**config.mk**
```make
export PLATFORM = sky130hd
export DESIGN_NAME = shg_ram
export DESIGN_NICKNAME = d
export VERILOG_FILES = /design/src/hw/rtl/shg_ram.sv
export SDC_FILE = /design/constraint.sdc
export NUM_CORES = 1
export LEC_CHECK = 0
export ABC_AREA = 1
export BUFFER_PORTS_ARGS = -buffer_cell sky130_fd_sc_hd__buf_2
export CAP_MARGIN = 30
export CORE_MARGIN = 10
export CORE_UTILIZATION = 40
export DETAILED_ROUTE_END_ITERATION = 10
export SLEW_MARGIN = 25
export SYNTH_ARGS = -nofsm -noshare
export SYNTH_HDL_FRONTEND = slang
export SYNTH_SLANG_ARGS = --single-unit
```
**constraint.sdc**
```tcl
create_clock -name clk -period 2.5 [get_ports clk]
set_input_delay 0.25 -clock clk [delete_from_list [all_inputs] [get_ports clk]]
set_output_delay 0.25 -clock clk [all_outputs]
set_load 0.02 [all_outputs]
```
**src/hw/rtl/shg_ram.sv**
```systemverilog
module shg_ram #(
	parameter int WIDTH = 8,
	parameter int DEPTH = 16
) (
	input  logic                     clk,
	input  logic                     we,
	input  logic [$clog2(DEPTH)-1:0] waddr,
	input  logic [WIDTH-1:0]         wdata,
	input  logic [$clog2(DEPTH)-1:0] raddr,
	output logic [WIDTH-1:0]         rdata
);

	logic [WIDTH-1:0] mem [DEPTH];

	always_ff @(posedge clk) begin
		if (we) begin
			mem[waddr] <= wdata;
		end
		rdata <= mem[raddr];
	end

endmodule

```
==> results.md, run 1 <==
* Buf/Inv on CP at 2
* Top Family by Delay on Critical Path: simple AND/OR/NAND/NOR gates
* Starting DRT DRC Count at 308
* Crit. End Element: flop
* Power density over the cells at 792.4 nW/um2
* Kind of critical path: in -> reg
* Clock power share at 44.3%
* Post-synthesis register bit count at 136
* Die Ht at 140.1 um
* Post-Route WL at 13000 um
* Row count at 43
* DR WL/cell at 16.91 um
* Sw power at 1.099 mW
* Post-route insts no fill at 769
* Int Power at 4.078 mW
* Worst path cell trace: buf_2, inv_1, nand2_1, nor2_1
* Worst vdd ir at 0.4976 mV
* Worst clock skew at 0.005626 ns
* Storage cell area at 4004 um2
* R2R Path Start: mem[9][7]$_DFFE_PP_
* Fin crit share at 51.01%
* Placed insts at 737
* Die area at 19620 um2
* Largest net degree at the start of global routing at 33
* GRT overflow at 0
* Layout Nets at 594
* LEAKAGE at 2.801 nW
* Reg2reg setup slack at 1.45 ns
* Fin util at 46.70%
* CTS root buf: clkbuf_16
* TritonCTS buffer count at 17
* DRC at 0
* Die Width at 140.1 um
* Sw frac at 21.23%
* Mapped Cells at 551
* Max Fanout on Critical Path at 8
* Maxcap violations at 0
* H-tree levels at 4
* Cell depth of the worst setup path at 4
* Antenna violations before repair at 0
* Via density per instance at 4.919
* Worst EP required at 2.53 ns
* Fill count at 1315
* Fmax at 784.1 MHz
* GPL Wtd Cong at 0.8471
* FF-to-FF path depth at 6
* CTS resizes at 0
* Core area at 13990 um2
* Post-synth cell types at 12
* Multi-input combinational cell area at 1214 um2
* # port buffers at 25
* Clock latency on the worst-skew pair at 0.41 ns
* Global-route usage over all layers at 13.61%
* Synth-to-layout area growth at 13.28%
* Sequential area share after synthesis at 69.43%
* N_diodes at 0
* Combinational share of power at 6.2%
* Vias at 3783
* Post-DRT Antenna Nets at 0
* Clock slew at reported path FFs at 0.05 ns
* Post-CTS Hold Fix Bufs at 0
* Number of global-route vias before repair at 3753
* First-pass GRT wire length at 20680 um
* Post-CTS setup buffer count at 0
* Hold depth at 3
* Mapped Avg Cell Area at 10.47 um2
* Crit path DAT at 1.31 ns
* Hold Crit Class: in -> reg
* Critical Path Max Stage Delay at 0.75 ns
* Slew @ Worst Pin at 0.9379 ns
* CTS tree: yes
* R2r endpoint: rdata[7]$_DFF_P_
* I/O Pins at 26
* Setup TNS at 0 ns
* CTS Sinks at 136
* Synth warn at 0
* Total power at 5.177 mW
* Status: finished clean
* Slowest stage cell, crit path: nor2_1
* Clk buf depth at 2
* Initial Util at 41.23%
* # setup viols final at 0
* Mapped Area at 5767 um2
* Relative slew slack at 37.24%
* Hold_sp: raddr[3]
* Startpoint types: input pin
* Reg power frac at 49.5%
* Hpwl dp at 8106 um
* RSZ-0062 raised after global routing: false
* Max Transition Viols Final at 0
* Final hold vios at 0
* Hold endpoint: rdata[5]$_DFF_P_
* Drt first pass iters at 5
* Syn nets at 569
* Layout cells sized above 1 at 9.508%
* Post-route minimum period at 1.275 ns
==> Yosys cell counts <==
cell      number  area share [%]
buf_2         13             1.1
nor2_1        17             1.1
nand3_1       97             8.4
buf_4          4            0.52
buf_1          1           0.065
buf_6          6             1.2
nand3b_1       2            0.26
edfxtp_1     128              67
inv_2          2            0.13
inv_1        100             6.5
nand2_1      173              11
dfxtp_1        8             2.8
==> layer usage <==
metal / global-route usage (%) / routed length [um] / part of all wire (%)
met5: 0 / 0 / 0
met1: 17.35 / 5814 / 45
met4: 6.576 / 373 / 2.9
met3: 3.009 / 702 / 5.4
met2: 21.43 / 6112 / 47
==> cells in the final DEF (no fill, tap or decap) <==
| cell | instances |
|---|---|
| nand2_1 | 173 |
| edfxtp_1 | 128 |
| inv_1 | 100 |
| nand3_1 | 97 |
| buf_2 | 25 |
| nor2_1 | 17 |
| clkbuf_16 | 17 |
| clkbuf_1 | 8 |
| dfxtp_1 | 8 |
| buf_4 | 5 |
| clkbuf_8 | 3 |
| inv_2 | 2 |
| nand3b_1 | 2 |
| clkinv_2 | 2 |
| bufinv_16 | 1 |
| clkinvlp_4 | 1 |
==> registers in the layout, indices dropped and copies added (netlist names) <==
register and cells:
mem 128, rdata 8
==> worst reg2reg max path, stage by stage (launching register included) <==
cell      delay, ns
edfxtp_1       0.37
inv_1          0.07
nand2_1        0.05
nand3_1        0.10
nand3_1        0.13
nand3_1        0.14
nand2_1        0.08
==> power by group through the flow <==
stage | logic (mW) | registers [mW] | clock network (mW)
CTS | 0.323 | 2.56 | 2.32
global route | 0.357 | 2.57 | 2.43
finish | 0.321 | 2.56 | 2.29
detailed placement | 0.321 | 2.61 | 0
global placement | 0.320 | 2.61 | 0
floorplan | 0.180 | 2.63 | 0
==> cells by family (layout without fill, tap and decap cells) <==
logic type,count (synthesis),count (layout),synth area share [%]
buf+inv,126,164,9.525
flops,136,136,69.43
simple gates,289,289,21.05
==> worst max-delay path by stage <==
stage,start,end
global route,waddr[1],mem[12][6]$_DFFE_PP_
global placement,waddr[0],mem[12][1]$_DFFE_PP_
floorplan,waddr[2],mem[10][0]$_DFFE_PP_
finish,waddr[0],mem[12][2]$_DFFE_PP_
CTS,waddr[0],mem[12][2]$_DFFE_PP_
detailed placement,waddr[0],mem[12][5]$_DFFE_PP_
==> stage by stage <==
stage                     hold WS, ns  instance area [um2]  worst slack [ns]
after floorplan                0.3489                 5767             1.299
after global placement         0.6235                 5988            0.8771
after detailed placement       0.6300                 5988            0.7836
after CTS                      0.1923                 6533             1.219
after global routing           0.2031                 6533             1.139
final                          0.2005                 6533             1.225
==> area by class of cell <==
class	instances	share of cell area, %
Tap cell	180	3.448
Clock inverter	4	0.7278
Inverter	102	5.861
Sequential cell	136	61.29
Timing Repair Buffer	30	2.490
Multi-Input combinational cell	289	18.58
Clock buffer	28	7.604
No activity file was read; power rests on OpenSTA's default activity.
==> inputs of run 2 (changes only) <==
==> constraint.sdc (replaced) <==
create_clock -name clk -period 1.1 [get_ports clk]
set_input_delay 0.11 -clock clk [delete_from_list [all_inputs] [get_ports clk]]
set_output_delay 0.11 -clock clk [all_outputs]
set_load 0.02 [all_outputs]
==> results.md, run 2 (same netlist as run 1, synthesis figures left out) <==
* CTS root buf: clkbuf_16
* Int Power at 10.09 mW
* Layout Nets at 618
* RSZ-0062 raised after global routing: false
* Row count at 43
* CTS Sinks at 136
* Max Transition Viols Final at 0
* Slowest stage cell, crit path: dfxtp_1
* Largest reg by FF count: mem
* Synth-to-layout area growth at 19.68%
* Worst clock skew at 0.01317 ns
* Starting DRT DRC Count at 410
* Hold WS at 0.04873 ns
* # port buffers at 25
* First-pass GRT wire length at 21140 um
* # setup viols final at 0
* Setup TNS at 0 ns
* I/O Pins at 26
* Placed insts at 761
* Clock power share at 48.4%
* Initial Util at 41.23%
* Fin crit share at 94.19%
* Clock latency on the worst-skew pair at 0.42 ns
* Hold Crit Class: in -> reg
* Critical Path Max Stage Delay at 0.34 ns
* Combinational share of power at 6.2%
* Top Registers: mem (128), rdata (8)
* Max reg flops at 128
* Worst vdd ir at 0.9277 mV
* Die Ht at 140.1 um
* Worst EP required at 0.99 ns
* Maxcap violations at 0
* Storage cell area at 4004 um2
* Number of global-route vias before repair at 3726
* Vias at 3885
* Sw power at 2.756 mW
* Largest net degree at the start of global routing at 42
* TritonCTS buffer count at 17
* Final hold vios at 0
* DR WL/cell at 17.00 um
* Post-DRT Antenna Nets at 0
* Buf/Inv on CP at 1
* Post-Route WL at 13480 um
* CTS tree: yes
* Core area at 13990 um2
* Multi-input combinational cell area at 1219 um2
* Post-route insts no fill at 793
* Clock slew at reported path FFs at 0.06 ns
* Power density over the cells at 1861 nW/um2
* Fin util at 49.34%
* Global-route usage over all layers at 13.91%
* GPL Wtd Cong at 0.8165
* Post-route minimum period at 1.036 ns
* Status: finished clean
* Antenna violations before repair at 0
* Die Width at 140.1 um
* Worst path cell trace: buf_2
* Hpwl dp at 8478 um
* GRT overflow at 0
* Crit. End Element: output port
* Final WS setup at 0.06396 ns
* Place WS at -0.1037 ns
* DRC at 0
* Relative slew slack at 74.09%
* Crit path DAT at 0.93 ns
* Max Fanout on Critical Path at 1
* Startpoint types: flop
* Sw frac at 21.46%
* Layout cells sized above 1 at 14.36%
* Via density per instance at 4.899
* Clk buf depth at 2
* Fill count at 1261
* Die area at 19620 um2
* H-tree levels at 4
* LEAKAGE at 3.008 nW
* Slew @ Worst Pin at 0.3887 ns
* Leading cell type in the layout, fill and taps excluded: nand2_1
* Reg power frac at 45.3%
* Fmax at 965.2 MHz
* Top Family by Delay on Critical Path: flip-flops
* Most frequent cells in the layout: nand2_1 (173), edfxtp_1 (128), inv_1 (100)
* Kind of critical path: reg -> out
* Drt first pass iters at 5
* N_diodes at 0
==> run 2: changes by cell type in the layout (fill, tap and decap cells not counted) <==
cell       before  now
buf_12          0    6
buf_4           5   23
bufinv_16       1    5
clkbuf_1        8    1
clkbuf_8        3    0
clkinv_2        2    1
clkinv_4        0    6
inv_6           0    1
nand3_1        97   96
nand3_2         0    1
==> run 2: worst min-delay path: stages <==
cell and delay, ns:
buf_2 0.16, nand3_1 0.10, nand2_1 0.04
==> run 2: final timing paths <==
kind,start,to,slack (ns),cells past startpoint
setup / recovery,rdata[7]$_DFF_P_,rdata[7],0.06,1
hold / removal,raddr[3],rdata[5]$_DFF_P_,0.05,3
setup reg to reg,mem[1][1]$_DFFE_PP_,rdata[1]$_DFF_P_,0.07,6
hold reg to reg,mem[12][5]$_DFFE_PP_,rdata[5]$_DFF_P_,0.65,6
==> run 2: area by class of cell <==
| type | instances | share of cell area (%) |
|---|---|---|
| flip-flops and latches | 136 | 58.01 |
| repair buffers | 54 | 6.055 |
| inverters | 102 | 5.547 |
| multi-input cells | 289 | 17.66 |
| clock buffers | 18 | 6.218 |
| well taps | 180 | 3.263 |
| clock inverters | 14 | 3.245 |
==> run 2: per-layer routing <==
metal / vias to the layer above / wire (um) / GRT usage [%]
met5: - / 0 / 0
met4: 0 / 206 / 5.707
met3: 13 / 716 / 2.705
met2: 113 / 6627 / 22.35
met1: 1882 / 5931 / 17.99
li1: 1877 / - / -
==> run 2: timing repair <==
action | in CTS | in global routing
resized for setup | 0 | 1
buffers inserted | 0 | 0
hold buffers | 0 | 0
endpoints found under the setup margin | 0 | 1
==> run 2: per-stage QoR <==
step	total power, mW	cell area [um2]
floorplan	6.380	5767
global placement	6.723	6243
detailed placement	6.735	6243
CTS	12.91	6897
global route	13.23	6902
finish	12.84	6902
==> run 2: power by group through the flow <==
stage	clock network, mW	logic [mW]	registers [mW]
floorplan	0	0.409	5.97
global placement	0	0.792	5.93
detailed placement	0	0.804	5.93
CTS	6.28	0.807	5.82
global route	6.51	0.884	5.83
finish	6.22	0.799	5.82
==> inputs of run 3 (changes only) <==
==> constraint.sdc (replaced) <==
create_clock -name clk -period 0.9 [get_ports clk]
set_input_delay 0.09 -clock clk [delete_from_list [all_inputs] [get_ports clk]]
set_output_delay 0.09 -clock clk [all_outputs]
set_load 0.02 [all_outputs]
==> results.md, run 3 (same netlist as run 1, synthesis figures left out) <==
* FF-to-FF path depth at 6
* R2r endpoint: rdata[5]$_DFF_P_
* Antenna violations before repair at 0
* Most frequent cells in the layout: nand2_1 (171), edfxtp_1 (128), inv_1 (100)
* CTS Sinks at 136
* Vias at 3837
* H-tree levels at 4
* Multi-input combinational cell area at 1521 um2
* Status: finished with violations
* Final hold vios at 0
* GPL Wtd Cong at 0.8222
* Largest reg by FF count: mem
* First-pass GRT wire length at 20620 um
* Leading cell type in the layout, fill and taps excluded: nand2_1
* Layout Nets at 623
* Clk buf depth at 2
* Fill count at 1238
* Max reg flops at 128
* Cell depth of the worst setup path at 1
* Die area at 19620 um2
* Worst clock skew at 0.01184 ns
* Crit. End Element: output port
* DR WL/cell at 16.54 um
* Number of global-route vias before repair at 3908
* Final WS setup at -0.07637 ns
* Hpwl dp at 8580 um
* Drt first pass iters at 5
* Post-Route WL at 13200 um
* Crit. Startpoint: rdata[4]$_DFF_P_
* Clock latency on the worst-skew pair at 0.42 ns
* Die Ht at 140.1 um
* Initial Util at 41.23%
* Placed insts at 766
* Layout cells sized above 1 at 26.54%
* Post-CTS Hold Fix Bufs at 0
* Maxcap violations at 0
* Fmax at 1024 MHz
* Crit path to: rdata[4]
* Row count at 43
* Worst EP required at 0.81 ns
* I/O Pins at 26
* TritonCTS buffer count at 17
* GRT overflow at 0
* Post-DRT Antenna Nets at 0
* Buf/Inv on CP at 1
* # port buffers at 25
* Top Registers: mem (128), rdata (8)
* Post-route minimum period at 0.9764 ns
* Post-route insts no fill at 798
* Global routing's busiest layer: met2
* Failing checks: setup timing
* Post-CTS setup buffer count at 0
* Power density over the cells at 1999 nW/um2
* RSZ-0062 raised after global routing: true
* M3 GR Usage at 3.043%
* Worst path cell trace: buf_6
* Storage cell area at 4014 um2
* Largest net degree at the start of global routing at 65
* Kind of critical path: reg -> out
* Place WS at -0.2749 ns
* Grt met2 use at 23.46%
* CTS tree: yes
* Max Transition Viols Final at 0
* Clock slew at reported path FFs at 0.05 ns
* Max Fanout on Critical Path at 1
* Via density per instance at 4.808
* CTS root buf: clkbuf_16
* N_diodes at 0
* Hold Crit Class: in -> reg
* Crit path DAT at 0.89 ns
* Reg2reg setup slack at -0.04 ns
* # setup viols final at 15
* Global-route usage over all layers at 13.64%
* Worst vdd ir at 1.138 mV
* Starting DRT DRC Count at 321
* Slowest stage cell, crit path: dfxtp_2
* Startpoint types: flop
* Core area at 13990 um2
* LEAKAGE at 3.113 nW
* Critical Path Max Stage Delay at 0.35 ns
* Top Family by Delay on Critical Path: flip-flops
* Synth-to-layout area growth at 24.89%
* Grt met1 use at 15.97%
* Die Width at 140.1 um
* Slew @ Worst Pin at 0.4330 ns
* Relative slew slack at 71.10%
* Fin crit share at 108.5%
* R2R Path Start: mem[14][5]$_DFFE_PP_
* DRC at 0
[run 3: report_power, final]
group | total (mW) | internal, mW | switching [mW]
clock | 6.10 | 3.69 | 2.41
combinational | 1.15 | 0.411 | 0.740
sequential | 7.15 | 7.09 | 0.0538
total | 14.4 | 11.2 | 3.20
[run 3: per-layer routing]
metal	part of all wire [%]	vias to the layer above
met5	0	-
met4	2.0	0
met3	5.5	18
met2	52	95
met1	41	1844
li1	-	1880
[run 3: final cells by class]
type / instances / share of cell area, %
Clock buffer: 23 / 6.637
Clock inverter: 9 / 0.6949
Inverter: 102 / 5.316
Multi-Input combinational cell: 289 / 21.13
Sequential cell: 136 / 55.73
Tap cell: 180 / 3.127
Timing Repair Buffer: 59 / 7.366
[run 3: per-stage QoR]
stage	utilization (%)	cell area, um2	setup TNS (ns)	hold WS (ns)	total power, mW
2_1_floorplan	-	5794	-11.03	0.1889	7.807
3_3_place_gp	45.28	6334	-25.35	0.5104	8.257
3_5_place_dp	45.28	6334	-26.57	0.5176	8.267
4_1_cts	50.81	7107	-0.6959	0.09934	14.45
5_1_grt	51.48	7202	-1.196	0.1120	14.83
6_report	51.48	7202	-0.5950	0.09670	14.40
[run 3: what timing repair did]
item,CTS,global route
gates resized for setup,62,19
pin swaps,27,18
endpoints found under the setup margin,16,16
[run 3: worst min path at each step]
stage                     startpoint              endpoint  slack (ns)  depth (start not counted)
CTS                         wdata[6]  mem[11][6]$_DFFE_PP_         0.1                          1
global placement    rdata[7]$_DFF_P_              rdata[7]        0.51                          1
detailed placement  rdata[1]$_DFF_P_              rdata[1]        0.52                          1
global route                wdata[5]   mem[0][5]$_DFFE_PP_        0.11                          1
floorplan                   wdata[0]   mem[0][0]$_DFFE_PP_        0.19                          0
finish                      wdata[6]   mem[1][6]$_DFFE_PP_         0.1                          1
